===== config.mk =====
export PLATFORM = sky130hd
export DESIGN_NAME = phase_unwrap_glitch_smoother
export DESIGN_NICKNAME = d
export VERILOG_FILES = /design/src/hdl/pug_pkg.sv /design/src/hdl/pug_div.sv /design/src/hdl/pug_dp.sv /design/src/hdl/pug_ctrl.sv /design/src/hdl/phase_unwrap_glitch_smoother.sv
export SDC_FILE = /design/constraint.sdc
export NUM_CORES = 2
export LEC_CHECK = 0
export BUFFER_PORTS_ARGS = -buffer_cell sky130_fd_sc_hd__buf_2
export CORE_MARGIN = 2
export CORE_UTILIZATION = 44
export CTS_CLUSTER_SIZE = 30
export DETAILED_ROUTE_END_ITERATION = 7
export SETUP_SLACK_MARGIN = 0.4
export SYNTH_ARGS = -nofsm -noshare
export SYNTH_HDL_FRONTEND = slang
export SYNTH_SLANG_ARGS = --single-unit

===== constraint.sdc =====
create_clock -name i_clk -period 9.12 [get_ports i_clk]
set_clock_uncertainty 0.15 [all_clocks]
set_input_delay 0.912 -clock i_clk [delete_from_list [all_inputs] [get_ports i_clk]]
set_output_delay 0.912 -clock i_clk [all_outputs]
set_load 0.05 [all_outputs]

===== src/hdl/pug_pkg.sv =====
// pug_pkg: shared types and constants of the phase unwrap / glitch smoother.
// Used by pug_ctrl, pug_dp and pug_div. No dependencies.
package pug_pkg;

    localparam int PH_W  = 19;      // phase word width
    localparam int NUM_W = 26;      // ramp numerator width (19 bit num times up to 64, plus half)
    localparam int DEN_W = 7;       // ramp denominator width (up to 64)

    localparam logic signed [19:0] DEG180 = 20'sd46080;
    localparam logic signed [19:0] DEG360 = 20'sd92160;
    localparam logic signed [20:0] PH_MAX = 21'sd262143;
    localparam logic signed [20:0] PH_MIN = -21'sd262144;

    typedef enum logic [4:0] {
        OP_NOP,
        OP_LOAD,
        OP_U_RDA,
        OP_U_RDB,
        OP_U_CHK,
        OP_SRCH_RD,
        OP_U_SRCH_EV,
        OP_U_FIX_INIT,
        OP_U_FIX_RD,
        OP_U_FIX_WR,
        OP_U_NEXT,
        OP_S_RD0,
        OP_S_CHK,
        OP_S_SRCH_EV,
        OP_E_INIT,
        OP_R_ACC,
        OP_R_DIV,
        OP_R_WR,
        OP_E_RD,
        OP_E_OUT
    } t_op;

    typedef struct packed {
        t_op op;
    } t_cmd;

    typedef struct packed {
        logic load_full;    // accepted word closes the block
        logic s_done;       // unwrap walk finished
        logic jump;         // current step exceeds half a turn
        logic search_end;   // forward search index past its limit
        logic rev;          // reversing jump found
        logic fix_en;       // a correction span is pending
        logic span_done;    // index reached end of span
        logic smooth_go;    // small backward step at block start
        logic smooth_hit;   // recovery sample found
        logic div_done;     // ramp quotient ready
        logic emit_last;    // word on output is last of block
    } t_stat;

endpackage


===== src/hdl/pug_div.sv =====
// pug_div: restoring divider, one quotient bit per cycle, for the ramp samples.
// Depends on pug_pkg for widths.
module pug_div (
    input  logic                         i_clk,
    input  logic                         i_rst_n,
    input  logic                         i_start,
    input  logic [pug_pkg::NUM_W-1:0]    i_numer,
    input  logic [pug_pkg::DEN_W-1:0]    i_denom,
    output logic                         o_done,
    output logic [pug_pkg::NUM_W-1:0]    o_quot
);

    localparam int CNTW = $clog2(pug_pkg::NUM_W + 1);

    logic [pug_pkg::DEN_W:0]   r_rem;
    logic [pug_pkg::DEN_W-1:0] r_den;
    logic [pug_pkg::NUM_W-1:0] r_q;
    logic [CNTW-1:0]           r_cnt;
    logic                      r_busy;
    logic                      r_done;

    logic [pug_pkg::DEN_W:0]   shift;
    logic                      ge;

    assign shift = {r_rem[pug_pkg::DEN_W-1:0], r_q[pug_pkg::NUM_W-1]};
    assign ge    = shift >= {1'b0, r_den};

    always_ff @(posedge i_clk) begin
        if (!i_rst_n) begin
            r_busy <= 1'b0;
            r_done <= 1'b0;
            r_cnt  <= '0;
        end else begin
            r_done <= r_busy && (r_cnt == CNTW'(1));
            if (i_start) begin
                r_busy <= 1'b1;
                r_cnt  <= CNTW'(pug_pkg::NUM_W);
            end else if (r_busy) begin
                r_cnt <= r_cnt - CNTW'(1);
                if (r_cnt == CNTW'(1)) begin
                    r_busy <= 1'b0;
                end
            end
        end
    end

    always_ff @(posedge i_clk) begin
        if (i_start) begin
            r_rem <= '0;
            r_den <= i_denom;
            r_q   <= i_numer;
        end else if (r_busy) begin
            r_rem <= ge ? (shift - {1'b0, r_den}) : shift;
            r_q   <= {r_q[pug_pkg::NUM_W-2:0], ge};
        end
    end

    assign o_done = r_done;
    assign o_quot = r_q;

endmodule


===== src/hdl/pug_dp.sv =====
// pug_dp: datapath: sample memory, block registers, unwrap/smooth arithmetic, output.
// Depends on pug_pkg and pug_div; driven by commands from pug_ctrl.
module pug_dp #(
    parameter int BLOCK_DEPTH = 64
) (
    input  logic                           i_clk,
    input  logic                           i_rst_n,
    input  pug_pkg::t_cmd                  i_cmd,
    output pug_pkg::t_stat                 o_stat,
    input  logic signed [pug_pkg::PH_W-1:0] i_phase_in,
    input  logic                           i_is_last,
    input  logic                           i_cfg_we,
    input  logic [5:0]                     i_cfg_wdata,
    output logic                           o_strobe,
    output logic signed [pug_pkg::PH_W-1:0] o_phase_out,
    output logic                           o_out_last
);

    localparam int AW = (BLOCK_DEPTH > 1) ? $clog2(BLOCK_DEPTH) : 1;
    localparam int CW = $clog2(BLOCK_DEPTH + 1);
    localparam int IW = CW + 1;
    localparam int SW = ((IW > 6) ? IW : 6) + 1;

    function automatic logic signed [pug_pkg::PH_W-1:0] sat19(input logic signed [20:0] v);
        logic signed [pug_pkg::PH_W-1:0] r;
        if (v > pug_pkg::PH_MAX) begin
            r = pug_pkg::PH_MAX[pug_pkg::PH_W-1:0];
        end else if (v < pug_pkg::PH_MIN) begin
            r = pug_pkg::PH_MIN[pug_pkg::PH_W-1:0];
        end else begin
            r = v[pug_pkg::PH_W-1:0];
        end
        return r;
    endfunction

    logic signed [pug_pkg::PH_W-1:0] mem [BLOCK_DEPTH];
    logic signed [pug_pkg::PH_W-1:0] r_rdata;

    logic [CW-1:0]                   r_n;
    logic signed [pug_pkg::PH_W-1:0] r_prev;
    logic [5:0]                      r_gl;
    logic [IW-1:0]                   r_s, r_k, r_end, r_maxi;
    logic signed [pug_pkg::PH_W-1:0] r_a, r_p, r_b;
    logic                            r_up, r_fix;
    logic [pug_pkg::NUM_W-1:0]       r_acc;

    logic                            rd_en, we;
    logic [IW-1:0]                   rd_addr, wr_addr;
    logic signed [pug_pkg::PH_W-1:0] wr_data;

    logic [IW-1:0]                   n_ext, n_m1, k_p1;
    logic signed [19:0]              d_cur, d_srch, d0;
    logic                            jump_cur, jump_srch, rev, smooth_go, hit1, hit2;
    logic signed [20:0]              xp, fixsum, rampsum;
    logic signed [pug_pkg::PH_W-1:0] hitval;
    logic signed [19:0]              diff;
    logic [pug_pkg::NUM_W-1:0]       num, numer, quot;
    logic [pug_pkg::DEN_W-1:0]       den;
    logic [SW-1:0]                   sg_sum;
    logic [IW-1:0]                   down_max, gl_lim;
    logic                            div_start, div_done;

    assign n_ext = IW'(r_n);
    assign n_m1  = n_ext - IW'(1);
    assign k_p1  = r_k + IW'(1);

    assign d_cur     = 20'(r_rdata) - 20'(r_a);
    assign jump_cur  = (d_cur > pug_pkg::DEG180) || (d_cur < -pug_pkg::DEG180);
    assign d_srch    = 20'(r_rdata) - 20'(r_p);
    assign jump_srch = (d_srch > pug_pkg::DEG180) || (d_srch < -pug_pkg::DEG180);
    assign rev       = jump_srch && ((d_srch > 20'sd0) != r_up);

    assign d0        = 20'(r_rdata) - 20'(r_prev);
    assign smooth_go = (d0 < 20'sd0) && (d0 > -pug_pkg::DEG180);
    assign hit1      = r_rdata > r_prev;
    assign xp        = 21'(r_rdata) + 21'(pug_pkg::DEG360);
    assign hit2      = (d_srch < -pug_pkg::DEG180) && (xp > 21'(r_prev));
    assign hitval    = hit1 ? r_rdata : sat19(xp);

    assign fixsum  = r_up ? (21'(r_rdata) - 21'(pug_pkg::DEG360))
                          : (21'(r_rdata) + 21'(pug_pkg::DEG360));

    assign diff    = 20'(r_b) - 20'(r_prev);
    assign num     = (diff > 20'sd0) ? pug_pkg::NUM_W'(diff[pug_pkg::PH_W-1:0]) : '0;
    assign den     = pug_pkg::DEN_W'(r_end + IW'(1));
    assign numer   = r_acc + pug_pkg::NUM_W'(den >> 1);
    assign rampsum = 21'(r_prev) + $signed({1'b0, quot[19:0]});

    assign sg_sum   = SW'(r_s) + SW'(r_gl);
    assign down_max = (sg_sum < SW'(n_m1)) ? IW'(sg_sum) : n_m1;
    assign gl_lim   = (IW'(r_gl) < n_m1) ? IW'(r_gl) : n_m1;

    pug_div u_div (
        .i_clk   (i_clk),
        .i_rst_n (i_rst_n),
        .i_start (div_start),
        .i_numer (numer),
        .i_denom (den),
        .o_done  (div_done),
        .o_quot  (quot)
    );

    // memory access decode
    always_comb begin
        rd_en     = 1'b0;
        rd_addr   = r_k;
        we        = 1'b0;
        wr_addr   = r_k;
        wr_data   = sat19(fixsum);
        div_start = 1'b0;
        case (i_cmd.op)
            pug_pkg::OP_LOAD: begin
                we      = 1'b1;
                wr_addr = n_ext;
                wr_data = i_phase_in;
            end
            pug_pkg::OP_U_RDA: begin
                rd_en   = 1'b1;
                rd_addr = r_s - IW'(1);
            end
            pug_pkg::OP_U_RDB: begin
                rd_en   = 1'b1;
                rd_addr = r_s;
            end
            pug_pkg::OP_SRCH_RD, pug_pkg::OP_U_FIX_RD, pug_pkg::OP_E_RD: begin
                rd_en = 1'b1;
            end
            pug_pkg::OP_S_RD0: begin
                rd_en   = 1'b1;
                rd_addr = '0;
            end
            pug_pkg::OP_U_FIX_WR: begin
                we = 1'b1;
            end
            pug_pkg::OP_S_SRCH_EV: begin
                we      = hit2 && !hit1;
                wr_data = hitval;
            end
            pug_pkg::OP_R_DIV: begin
                div_start = 1'b1;
            end
            pug_pkg::OP_R_WR: begin
                we      = 1'b1;
                wr_data = sat19(rampsum);
            end
            default: begin
            end
        endcase
    end

    always_ff @(posedge i_clk) begin
        if (we) begin
            mem[wr_addr[AW-1:0]] <= wr_data;
        end
        if (rd_en) begin
            r_rdata <= mem[rd_addr[AW-1:0]];
        end
    end

    // block control registers
    always_ff @(posedge i_clk) begin
        if (!i_rst_n) begin
            r_n    <= '0;
            r_prev <= '0;
            r_gl   <= 6'(BLOCK_DEPTH - 1);
        end else begin
            if (i_cfg_we) begin
                r_gl <= i_cfg_wdata;
            end
            if (i_cmd.op == pug_pkg::OP_LOAD) begin
                r_n <= r_n + CW'(1);
            end
            if ((i_cmd.op == pug_pkg::OP_E_OUT) && o_out_last) begin
                r_prev <= r_rdata;
                r_n    <= '0;
            end
        end
    end

    // working registers
    always_ff @(posedge i_clk) begin
        case (i_cmd.op)
            pug_pkg::OP_LOAD: begin
                r_s <= '0;
            end
            pug_pkg::OP_U_RDB: begin
                r_a <= (r_s == '0) ? r_prev : r_rdata;
            end
            pug_pkg::OP_U_CHK: begin
                if (jump_cur) begin
                    r_up   <= d_cur > 20'sd0;
                    r_fix  <= d_cur > 20'sd0;
                    r_maxi <= (d_cur > 20'sd0) ? n_m1 : down_max;
                    r_k    <= r_s + IW'(1);
                    r_p    <= r_rdata;
                    r_end  <= n_ext;
                end else begin
                    r_s <= r_s + IW'(1);
                end
            end
            pug_pkg::OP_U_SRCH_EV: begin
                if (rev) begin
                    r_end <= r_k;
                    r_fix <= 1'b1;
                end else begin
                    r_p <= r_rdata;
                    r_k <= k_p1;
                end
            end
            pug_pkg::OP_U_FIX_INIT: begin
                r_k <= r_s;
            end
            pug_pkg::OP_U_FIX_WR, pug_pkg::OP_R_WR: begin
                r_k <= k_p1;
            end
            pug_pkg::OP_U_NEXT: begin
                r_s <= r_fix ? (r_end + IW'(1)) : (r_s + IW'(1));
            end
            pug_pkg::OP_S_CHK: begin
                r_p    <= r_rdata;
                r_k    <= smooth_go ? IW'(1) : '0;
                r_maxi <= gl_lim;
            end
            pug_pkg::OP_S_SRCH_EV: begin
                if (hit1 || hit2) begin
                    r_b   <= hitval;
                    r_end <= r_k;
                    r_k   <= '0;
                    r_acc <= '0;
                end else begin
                    r_p <= r_rdata;
                    r_k <= k_p1;
                end
            end
            pug_pkg::OP_E_INIT: begin
                r_k <= '0;
            end
            pug_pkg::OP_R_ACC: begin
                r_acc <= r_acc + num;
            end
            pug_pkg::OP_E_OUT: begin
                r_k <= k_p1;
            end
            default: begin
            end
        endcase
    end

    assign o_stat.load_full  = i_is_last || ((r_n + CW'(1)) == CW'(BLOCK_DEPTH));
    assign o_stat.s_done     = r_s >= n_m1;
    assign o_stat.jump       = jump_cur;
    assign o_stat.search_end = r_k > r_maxi;
    assign o_stat.rev        = rev;
    assign o_stat.fix_en     = r_fix;
    assign o_stat.span_done  = r_k >= r_end;
    assign o_stat.smooth_go  = smooth_go;
    assign o_stat.smooth_hit = hit1 || hit2;
    assign o_stat.div_done   = div_done;
    assign o_stat.emit_last  = r_k == n_m1;

    assign o_strobe    = i_cmd.op == pug_pkg::OP_E_OUT;
    assign o_phase_out = r_rdata;
    assign o_out_last  = r_k == n_m1;

`ifndef SYNTHESIS
    a_fill_bound: assert property (@(posedge i_clk) disable iff (!i_rst_n)
        r_n <= CW'(BLOCK_DEPTH))
        else $error("fill count beyond buffer depth");
    a_last_clears: assert property (@(posedge i_clk) disable iff (!i_rst_n)
        (o_strobe && o_out_last) |=> (r_n == '0))
        else $error("fill count not cleared after last word");
    a_emit_range: assert property (@(posedge i_clk) disable iff (!i_rst_n)
        o_strobe |-> (r_k < n_ext))
        else $error("emit index outside block");
`endif

endmodule


===== src/hdl/pug_ctrl.sv =====
// pug_ctrl: sequencer for load, unwrap, start smoothing, ramp and emit passes.
// Depends on pug_pkg; issues commands to pug_dp and reads its status.
module pug_ctrl (
    input  logic           i_clk,
    input  logic           i_rst_n,
    input  logic           i_start,
    input  pug_pkg::t_stat i_stat,
    output pug_pkg::t_cmd  o_cmd,
    output logic           o_busy
);

    typedef enum logic [18:0] {
        ST_IDLE    = 19'd1,
        ST_U_TOP   = 19'd1 << 1,
        ST_U_RDB   = 19'd1 << 2,
        ST_U_CHK   = 19'd1 << 3,
        ST_U_SRCH  = 19'd1 << 4,
        ST_U_SRCHW = 19'd1 << 5,
        ST_U_FIXI  = 19'd1 << 6,
        ST_U_FIX   = 19'd1 << 7,
        ST_U_FIXW  = 19'd1 << 8,
        ST_U_NEXT  = 19'd1 << 9,
        ST_S_RD0   = 19'd1 << 10,
        ST_S_CHK   = 19'd1 << 11,
        ST_S_SRCH  = 19'd1 << 12,
        ST_S_SRCHW = 19'd1 << 13,
        ST_R_TOP   = 19'd1 << 14,
        ST_R_DIV   = 19'd1 << 15,
        ST_R_WAIT  = 19'd1 << 16,
        ST_E_RD    = 19'd1 << 17,
        ST_E_OUT   = 19'd1 << 18
    } t_state;

    t_state r_state, n_state;

    always_ff @(posedge i_clk) begin
        if (!i_rst_n) begin
            r_state <= ST_IDLE;
        end else begin
            r_state <= n_state;
        end
    end

    always_comb begin
        n_state  = r_state;
        o_cmd.op = pug_pkg::OP_NOP;
        unique case (r_state)
            ST_IDLE: begin
                if (i_start) begin
                    o_cmd.op = pug_pkg::OP_LOAD;
                    if (i_stat.load_full) begin
                        n_state = ST_U_TOP;
                    end
                end
            end
            ST_U_TOP: begin
                if (i_stat.s_done) begin
                    n_state = ST_S_RD0;
                end else begin
                    o_cmd.op = pug_pkg::OP_U_RDA;
                    n_state  = ST_U_RDB;
                end
            end
            ST_U_RDB: begin
                o_cmd.op = pug_pkg::OP_U_RDB;
                n_state  = ST_U_CHK;
            end
            ST_U_CHK: begin
                o_cmd.op = pug_pkg::OP_U_CHK;
                n_state  = i_stat.jump ? ST_U_SRCH : ST_U_TOP;
            end
            ST_U_SRCH: begin
                if (i_stat.search_end) begin
                    n_state = ST_U_FIXI;
                end else begin
                    o_cmd.op = pug_pkg::OP_SRCH_RD;
                    n_state  = ST_U_SRCHW;
                end
            end
            ST_U_SRCHW: begin
                o_cmd.op = pug_pkg::OP_U_SRCH_EV;
                n_state  = i_stat.rev ? ST_U_FIXI : ST_U_SRCH;
            end
            ST_U_FIXI: begin
                o_cmd.op = pug_pkg::OP_U_FIX_INIT;
                n_state  = i_stat.fix_en ? ST_U_FIX : ST_U_NEXT;
            end
            ST_U_FIX: begin
                if (i_stat.span_done) begin
                    n_state = ST_U_NEXT;
                end else begin
                    o_cmd.op = pug_pkg::OP_U_FIX_RD;
                    n_state  = ST_U_FIXW;
                end
            end
            ST_U_FIXW: begin
                o_cmd.op = pug_pkg::OP_U_FIX_WR;
                n_state  = ST_U_FIX;
            end
            ST_U_NEXT: begin
                o_cmd.op = pug_pkg::OP_U_NEXT;
                n_state  = ST_U_TOP;
            end
            ST_S_RD0: begin
                o_cmd.op = pug_pkg::OP_S_RD0;
                n_state  = ST_S_CHK;
            end
            ST_S_CHK: begin
                o_cmd.op = pug_pkg::OP_S_CHK;
                n_state  = i_stat.smooth_go ? ST_S_SRCH : ST_E_RD;
            end
            ST_S_SRCH: begin
                if (i_stat.search_end) begin
                    o_cmd.op = pug_pkg::OP_E_INIT;
                    n_state  = ST_E_RD;
                end else begin
                    o_cmd.op = pug_pkg::OP_SRCH_RD;
                    n_state  = ST_S_SRCHW;
                end
            end
            ST_S_SRCHW: begin
                o_cmd.op = pug_pkg::OP_S_SRCH_EV;
                n_state  = i_stat.smooth_hit ? ST_R_TOP : ST_S_SRCH;
            end
            ST_R_TOP: begin
                if (i_stat.span_done) begin
                    o_cmd.op = pug_pkg::OP_E_INIT;
                    n_state  = ST_E_RD;
                end else begin
                    o_cmd.op = pug_pkg::OP_R_ACC;
                    n_state  = ST_R_DIV;
                end
            end
            ST_R_DIV: begin
                o_cmd.op = pug_pkg::OP_R_DIV;
                n_state  = ST_R_WAIT;
            end
            ST_R_WAIT: begin
                if (i_stat.div_done) begin
                    o_cmd.op = pug_pkg::OP_R_WR;
                    n_state  = ST_R_TOP;
                end
            end
            ST_E_RD: begin
                o_cmd.op = pug_pkg::OP_E_RD;
                n_state  = ST_E_OUT;
            end
            ST_E_OUT: begin
                o_cmd.op = pug_pkg::OP_E_OUT;
                n_state  = i_stat.emit_last ? ST_IDLE : ST_E_RD;
            end
            default: begin
                n_state = ST_IDLE;
            end
        endcase
    end

    assign o_busy = r_state != ST_IDLE;

endmodule


===== src/hdl/phase_unwrap_glitch_smoother.sv =====
// phase_unwrap_glitch_smoother: top level, joins the sequencer and the datapath.
// Depends on pug_pkg, pug_ctrl, pug_dp (with pug_div).
//
//   channel   ports                                 handshake
//   input     i_phase_in, i_is_last                 start & !busy
//   result    o_phase_out, o_out_last               o_strobe, one cycle
//   config    i_cfg_wdata (glitch limit)            i_cfg_we
//
// While the block fills, one word is taken each cycle that start is high; busy
// stays low until the word that ends the block (is_last, or buffer full) is taken.
// Then the sequencer walks the sample memory: unwrap checks read two samples,
// searched samples are read and evaluated, corrected ones read and rewritten, ramp
// samples summed, divided (one-bit-per-cycle divider), written; words read, shown.
// Reset clears fill count, previous phase and the glitch limit (to depth minus one).
// The receiver cannot stall; each result word is shown for exactly one cycle.
module phase_unwrap_glitch_smoother #(
    parameter int BLOCK_DEPTH = 64
) (
    input  logic                            i_clk,
    input  logic                            i_rst_n,
    input  logic                            start,
    output logic                            busy,
    input  logic signed [pug_pkg::PH_W-1:0] i_phase_in,
    input  logic                            i_is_last,
    input  logic                            i_cfg_we,
    input  logic [5:0]                      i_cfg_wdata,
    output logic                            o_strobe,
    output logic signed [pug_pkg::PH_W-1:0] o_phase_out,
    output logic                            o_out_last
);

    pug_pkg::t_cmd  cmd;
    pug_pkg::t_stat stat;

    pug_ctrl u_ctrl (
        .i_clk   (i_clk),
        .i_rst_n (i_rst_n),
        .i_start (start),
        .i_stat  (stat),
        .o_cmd   (cmd),
        .o_busy  (busy)
    );

    pug_dp #(
        .BLOCK_DEPTH (BLOCK_DEPTH)
    ) u_dp (
        .i_clk       (i_clk),
        .i_rst_n     (i_rst_n),
        .i_cmd       (cmd),
        .o_stat      (stat),
        .i_phase_in  (i_phase_in),
        .i_is_last   (i_is_last),
        .i_cfg_we    (i_cfg_we),
        .i_cfg_wdata (i_cfg_wdata),
        .o_strobe    (o_strobe),
        .o_phase_out (o_phase_out),
        .o_out_last  (o_out_last)
    );

endmodule


After elaboration in Yosys (flattened, before gate mapping):

Memory sizes are Yosys's and may differ from the RTL's. A register that Yosys moved wholly into a read port is not among the register bits.
Cells that the tools add are included.

* bits in writable memories: 1216
* input port bits: 30
* output and inout bits: 22
* memories: 1
* flip-flop bits (word level): 215

Memories
* u_dp.mem: depth 64, width 19, rd ports 1, clocked after memory_dff 1, write ports 1, RTL line pug_dp.sv:36 `logic signed [pug_pkg::PH_W-1:0] mem [BLOCK_DEPTH];`

* order comparisons: 23
* bitwise logic cells: 1
* multiplexer cells: 75
* equal/unequal tests: 52
* add/subtract/negate cells: 18
* reduce and logical (&&, ||, !) cells: 35

Operators by type and width (number)
* one-hot mux 19 bit (19 select lines): 1
* 2-to-1 mux 19 bit: 15
* 2-to-1 mux 8 bit: 12
* one-hot mux 5 bit (19 select lines): 1
* subtractor 19 x 19 -> 20 bit: 4
* 2-to-1 mux 26 bit: 3
* one-hot mux 19 bit (4 select lines): 1
* 2-to-1 mux 18 bit: 4
* greater-than comparator 20 x 1 -> 1 bit (second input constant): 3
* greater-than comparator 20 x 17 -> 1 bit (second input constant): 3
* one-hot mux 19 bit (3 select lines): 1
* one-hot mux 8 bit (7 select lines): 1
* one-hot mux 26 bit (2 select lines): 1
* one-hot mux 8 bit (3 select lines): 2
* greater-than comparator 21 x 19 -> 1 bit (second input constant): 2
* less-than comparator 21 x 19 -> 1 bit (second input constant): 2
* == test 5 x 4 -> 1 bit (second input constant): 8
* less-than comparator 20 x 17 -> 1 bit (second input constant): 2
* adder 26 bit: 1
* adder 26 x 6 -> 26 bit: 1
* adder 8 x 1 -> 8 bit (second input constant): 3
* adder 19 x 21 -> 21 bit: 1
* 2-to-1 mux 21 bit: 1
* 2-to-1 mux 7 bit: 3
* 74 further kinds: 128

Logic depth before layout (Yosys ltp):

* depth after elaboration: 9
* gate-level depth with buffers: 28

Modules after synthesis:

From an unflattened synthesis, not the netlist that was laid out.

* cell total of the unflattened synthesis: 6039
* area, all modules: 68931.1 um^2

Modules (own cells, without submodules)
* pug_dp: seq. area each 41239.6 um^2, times used 1, cells an instance 5683, area an instance 65291.4 um^2
* pug_div: seq. area each 1271.2 um^2, times used 1, cells an instance 198, area an instance 2447.3 um^2
* pug_ctrl: seq. area each 380.4 um^2, times used 1, cells an instance 158, area an instance 1192.4 um^2

Least setup slack after synthesis:

Ideal clock, no wire load.

* path kind: reg-to-reg
* start: register u_dp.r_rdata (netlist bit u_dp.o_phase_out[12]) (read register of u_dp.mem)
* end: register u_dp.r_p[0] (netlist bit) (enable)
* path slack: 2345 ps
* data arrival time: 6182 ps
* cell stages (with the launch flop): 18
* data required time: 8526 ps
* cell sequence: edfxtp_1 > ha_1 > or3_1 > a21oi_1 > o21ai_0 > inv_1 > ha_1 > and4_1 > and3_1 > and3_1 > a221oi_1 > o21ai_0 > and3_1 > o21a_1 > o31a_1 > o21ai_0 > inv_1 > nor4_1

* cells in the longest elaborated chain, start to end: 6
* elaborated cells between the ends (all ways): 20

RTL lines
* start: declaration: RTL line pug_dp.sv:37 `logic signed [pug_pkg::PH_W-1:0] r_rdata;`
* subtractor 19 x 19 -> 20 bit / adder 19 x 18 -> 20 bit (equally long branches): RTL line pug_dp.sv:69, pug_dp.sv:76
* greater-than comparator 20 x 1 -> 1 bit (tied with other cells): RTL line pug_dp.sv:71 `assign rev = jump_srch && ((d_srch > 20'sd0) != r_up);`
* != test 1 bit (tied with other cells): RTL line pug_dp.sv:71
* logical AND 1 bit / logical OR 1 bit (equally long branches): RTL line pug_dp.sv:71, pug_dp.sv:225
* != test 2 bit (no line)
* AND reduction 4 bit (no line) *
* end signal: assignment: RTL line pug_dp.sv:195 `r_p <= r_rdata;`
* end signal: assignment: RTL line pug_dp.sv:206 `r_p <= r_rdata;`
* end signal: assignment: RTL line pug_dp.sv:220 `r_p <= r_rdata;`
* end: declaration: RTL line pug_dp.sv:43 `logic signed [pug_pkg::PH_W-1:0] r_a, r_p, r_b;`

Every way passes the cells marked *; elsewhere a longest branch is shown, timed or not.
A chain may end at the register's enable or synchronous reset.

Worst setup path in the final report:

* start: register u_dp.r_n[0]
* end: register u_dp.r_rdata (netlist bit u_dp.o_phase_out[5]) (read register of u_dp.mem), data pin

* cells in the longest elaborated chain, start to end: 7
* elaborated cells between the ends (all ways): 13

RTL lines
* start: declaration: RTL line pug_dp.sv:39 `logic [CW-1:0] r_n;`
* start signal: assignment: RTL line pug_dp.sv:171 `r_n <= r_n + CW'(1);`
* subtractor 7 x 1 -> 8 bit *: RTL line pug_dp.sv:64 `assign n_m1 = n_ext - IW'(1);`
* greater-or-equal comparator 8 bit *: RTL line pug_dp.sv:250 `assign o_stat.s_done = r_s >= n_m1;`
* 2-to-1 mux 2 bit *: RTL line pug_ctrl.sv:57 `if (i_stat.s_done) begin`
* one-hot mux 5 bit (19 select lines) *: RTL line pug_ctrl.sv:47 `unique case (r_state)`
* == test 5 x 3 -> 1 bit (tied with other cells): RTL line pug_dp.sv:111 `case (i_cmd.op)`
* OR reduction 6 bit (no line)
* 2-to-1 mux 1 bit: RTL line pug_dp.sv:111

Marks and branches as above.

==> results_dict.tcl <==
set metrics [dict create \
    power_frac_seq_pct 47.6 \
    p_int_mw 12.0 \
    grt_max_degree 115 \
    synth-seq-area-share_pct 63.7 \
    synth.area.top_cells "edfxtp_1 62%, nand2_1 5.4%, ha_1 3.4%" \
    cpPeakStageDelay_ns 0.67 \
    post-route-period-util_pct 79.2 \
    cp_top_family "simple AND/OR/NAND/NOR gates" \
    grt_pass1_vias 43500 \
    path_buf_inv 1 \
    drt_wl_total_mm 209 \
    ys_warn_count 0 \
    rsz0062_at_grt "false" \
    initial_utilization_pct 44.3 \
    syn_area_per_cell_sq_um 12.1 \
    required_ns 9.32 \
    antenna_found_initial 12 \
    syn_nets 5788 \
    setup_tns_ns 0 \
    cts_root_buf "clkbuf_16" \
    io-pin-count 52 \
    synth_enable_flop_cells 1385 \
    crit_path_end_kind "flop" \
    num_rows 143 \
    hpwl_mm 135 \
    die_h_um 395 \
    portBuffers 51 \
    p_comb_share_pct 14.8 \
    drive_gt1_share_pct 9.53 \
    p_switching_mw 4.77 \
    fmax_ghz 0.138 \
    largest_reg_flops 1216 \
    placed_cells 7464 \
    overflow 0 \
    clock_path_buffers 3 \
    cts_tree "done" \
    drtAntennaViolNets 0 \
    synthFlopType "edfxtp_1" \
    clkLatencyLatePin_ns 0.81 \
    power_leakage_nw 26.7 \
    hold_viol 0 \
    via_per_inst 5.95 \
    critPathKind "reg2reg" \
    period_minus_slack_ns 7.22 \
    slowest_stage "nor3_1" \
    grt_pass1_wl_mm 300 \
    coreArea_sq_um 152000 \
    drc 0 \
    track_usage_pct 26.2 \
    final_area_sq_um 75200 \
    gp_congestion 0.944 \
    setup_viol 0 \
    fin_nets 5817 \
    drv_slew 0 \
    slew_headroom_pct 14.4 \
    power_density_nw_per_um2 223 \
    dieArea_sq_um 156000 \
    synth_top_area_cell "edfxtp_1" \
    max_cap_viol_count 0 \
    clkSlewWorstSetupHoldPaths_ns 0.06 \
    status "finished clean" \
    ys_async_sr_fraction_pct 0 \
    crit_fanout 66 \
    synth_area_sq_um 67400 \
    synth_top_area_share_pct 61.7 \
    cp-start-kind "flop" \
    drtIter0Drc 5159 \
    pwr-share-clk_pct 37.6 \
    power.total_mw 16.8 \
    postCtsSetupBuffers 0 \
    postCtsResizedCells 0 \
    area_growth_syn_to_layout_pct 11.7 \
    hold-worst-slack_ns 0.177 \
    cts_buffers 157 \
    cts_htree_levels 4 \
    netlist_instances 5564 \
    tightest_slew_ns 1.28 \
    vias 46200 \
    drt_first_pass_iters 7 \
    place_area_sq_um 70100 \
    dp_slack_ns 1.91 \
    hold_buffers 0 \
    cp_data_arrival_time_ns 7.42 \
    wl_per_cell_um 27.0 \
    crit_chain "or4_4 > or4_1 > ha_1 > and3_1 > a211o_1 > nor2_1 > a31o_2 > nand2_4 > buf_4 > a211oi_1 > a21oi_1 > a32o_1 > nor3_1 > nand4_1" \
    swShare_pct 28.4 \
    yosys_register_bits 1450 \
    fin_cells 7754 \
    vdd_ir_drop_max_mv 0.204 \
    setup_ws_ns 1.90 \
    netlist-cell-type-count 97 \
    clock_sinks 1450 \
    die_w_um 395 \
    worst_hold_path_type "in2reg" \
    fin_util_pct 49.5 \
]
logic make-up (layout without fill, tap and decap cells):
family	count (synthesis)	after routing	synth area share, %
AO/OA/AOI/OAI	905	905	9.21
XOR/XNOR	149	149	1.94
adder cells (fa/ha/maj)	196	196	3.73
buffers and inverters	434	591	2.73
flip-flops	1450	1450	63.7
multiplexers	246	246	3.74
other	0	3	0
AND/OR/NAND/NOR	2184	2184	15.0
placed cells by master, fill, tap and decap left out, drive strengths merged, types with 28 or more instances in the layout:
cell,n
buf,146
mux2,44
edfxtp,1385
nand2,973
inv,165
o21a,32
or3,44
a221oi,45
nor3,91
a211oi,90
a21oi,180
and3,108
o21ai,171
nor2b,43
a31oi,63
nand2b,34
nor2,297
a21o,46
nand4,71
clkbuf,204
and4,28
ha,185
mux2i,202
nand3,405
xor2,56
dfxtp,65
xnor2,93
clkinv,64
layout make-up:
cell class	instances	area, sq um
clock inverters	83	923
clock buffers	204	4190
flip-flops and latches	1450	42900
multi-input cells	3680	23000
diodes	3	7.51
fillers	13200	76700
well taps	2030	2540
repair buffers	146	1110
inverters	158	593
worst paths after layout:
path	start	slack, ns	end	depth (start not counted)
worst max-delay path	u_dp.r_n[0]$_SDFFE_PP0N_	1.90	u_dp.o_phase_out[5]$_DFFE_PP_	14
worst min-delay path	i_cfg_wdata[0]	0.18	u_dp.r_gl[0]$_SDFFE_PN1P_	3
worst max register to register	u_dp.r_n[0]$_SDFFE_PP0N_	1.90	u_dp.o_phase_out[5]$_DFFE_PP_	14
worst min register to register	u_dp.u_div.r_rem[6]$_SDFFE_PP0P_	0.32	u_dp.u_div.r_rem[6]$_SDFFE_PP0P_	2
cells in the mapped netlist (24+ instances only):
master / n
a221oi_1: 44
xnor2_1: 93
dfxtp_1: 65
and4_1: 28
and3_1: 108
nand3_1: 405
o22ai_1: 26
inv_1: 158
mux2i_1: 202
or3_1: 44
clkbuf_1: 139
o221ai_1: 24
edfxtp_1: 1385
a211oi_1: 89
o21ai_0: 170
nand2b_1: 33
nor2b_1: 43
buf_1: 27
nor2_1: 290
o21a_1: 32
ha_1: 185
nor3_1: 87
a31oi_1: 62
nand2_1: 971
mux2_2: 44
buf_2: 91
a21o_1: 46
nand4_1: 71
xor2_1: 56
a21oi_1: 180
routing by layer:
| metal | part of all wire (%) | up-vias | GRT usage (%) |
|---|---|---|---|
| li1 | - | 20900 | - |
| met1 | 41 | 22900 | 35.9 |
| met2 | 47 | 1982 | 41.7 |
| met3 | 7.7 | 358 | 4.02 |
| met4 | 4.2 | 10 | 10.7 |
| met5 | 0.030 | - | 0 |
power groups by stage:
stage	clock (mW)	combinational (mW)	sequential, mW
floorplan	0	1.25	8.15
global placement	0	2.42	8.13
detailed placement	0	2.45	8.14
CTS	6.39	2.45	8.00
global route	6.65	2.61	8.00
finish	6.32	2.49	8.00
worst reg2reg max path: stages, from the launching register on:
cell and delay, ns:
dfxtp_1 0.43, or4_4 0.62, or4_1 0.55, ha_1 0.36, and3_1 0.21, a211o_1 0.35, nor2_1 0.31, a31o_2 0.57
nand2_4 0.64, buf_4 0.56, a211oi_1 0.38, a21oi_1 0.13, a32o_1 0.27, nor3_1 0.67, nand4_1 0.56
(Power assumes the default switching activity.)
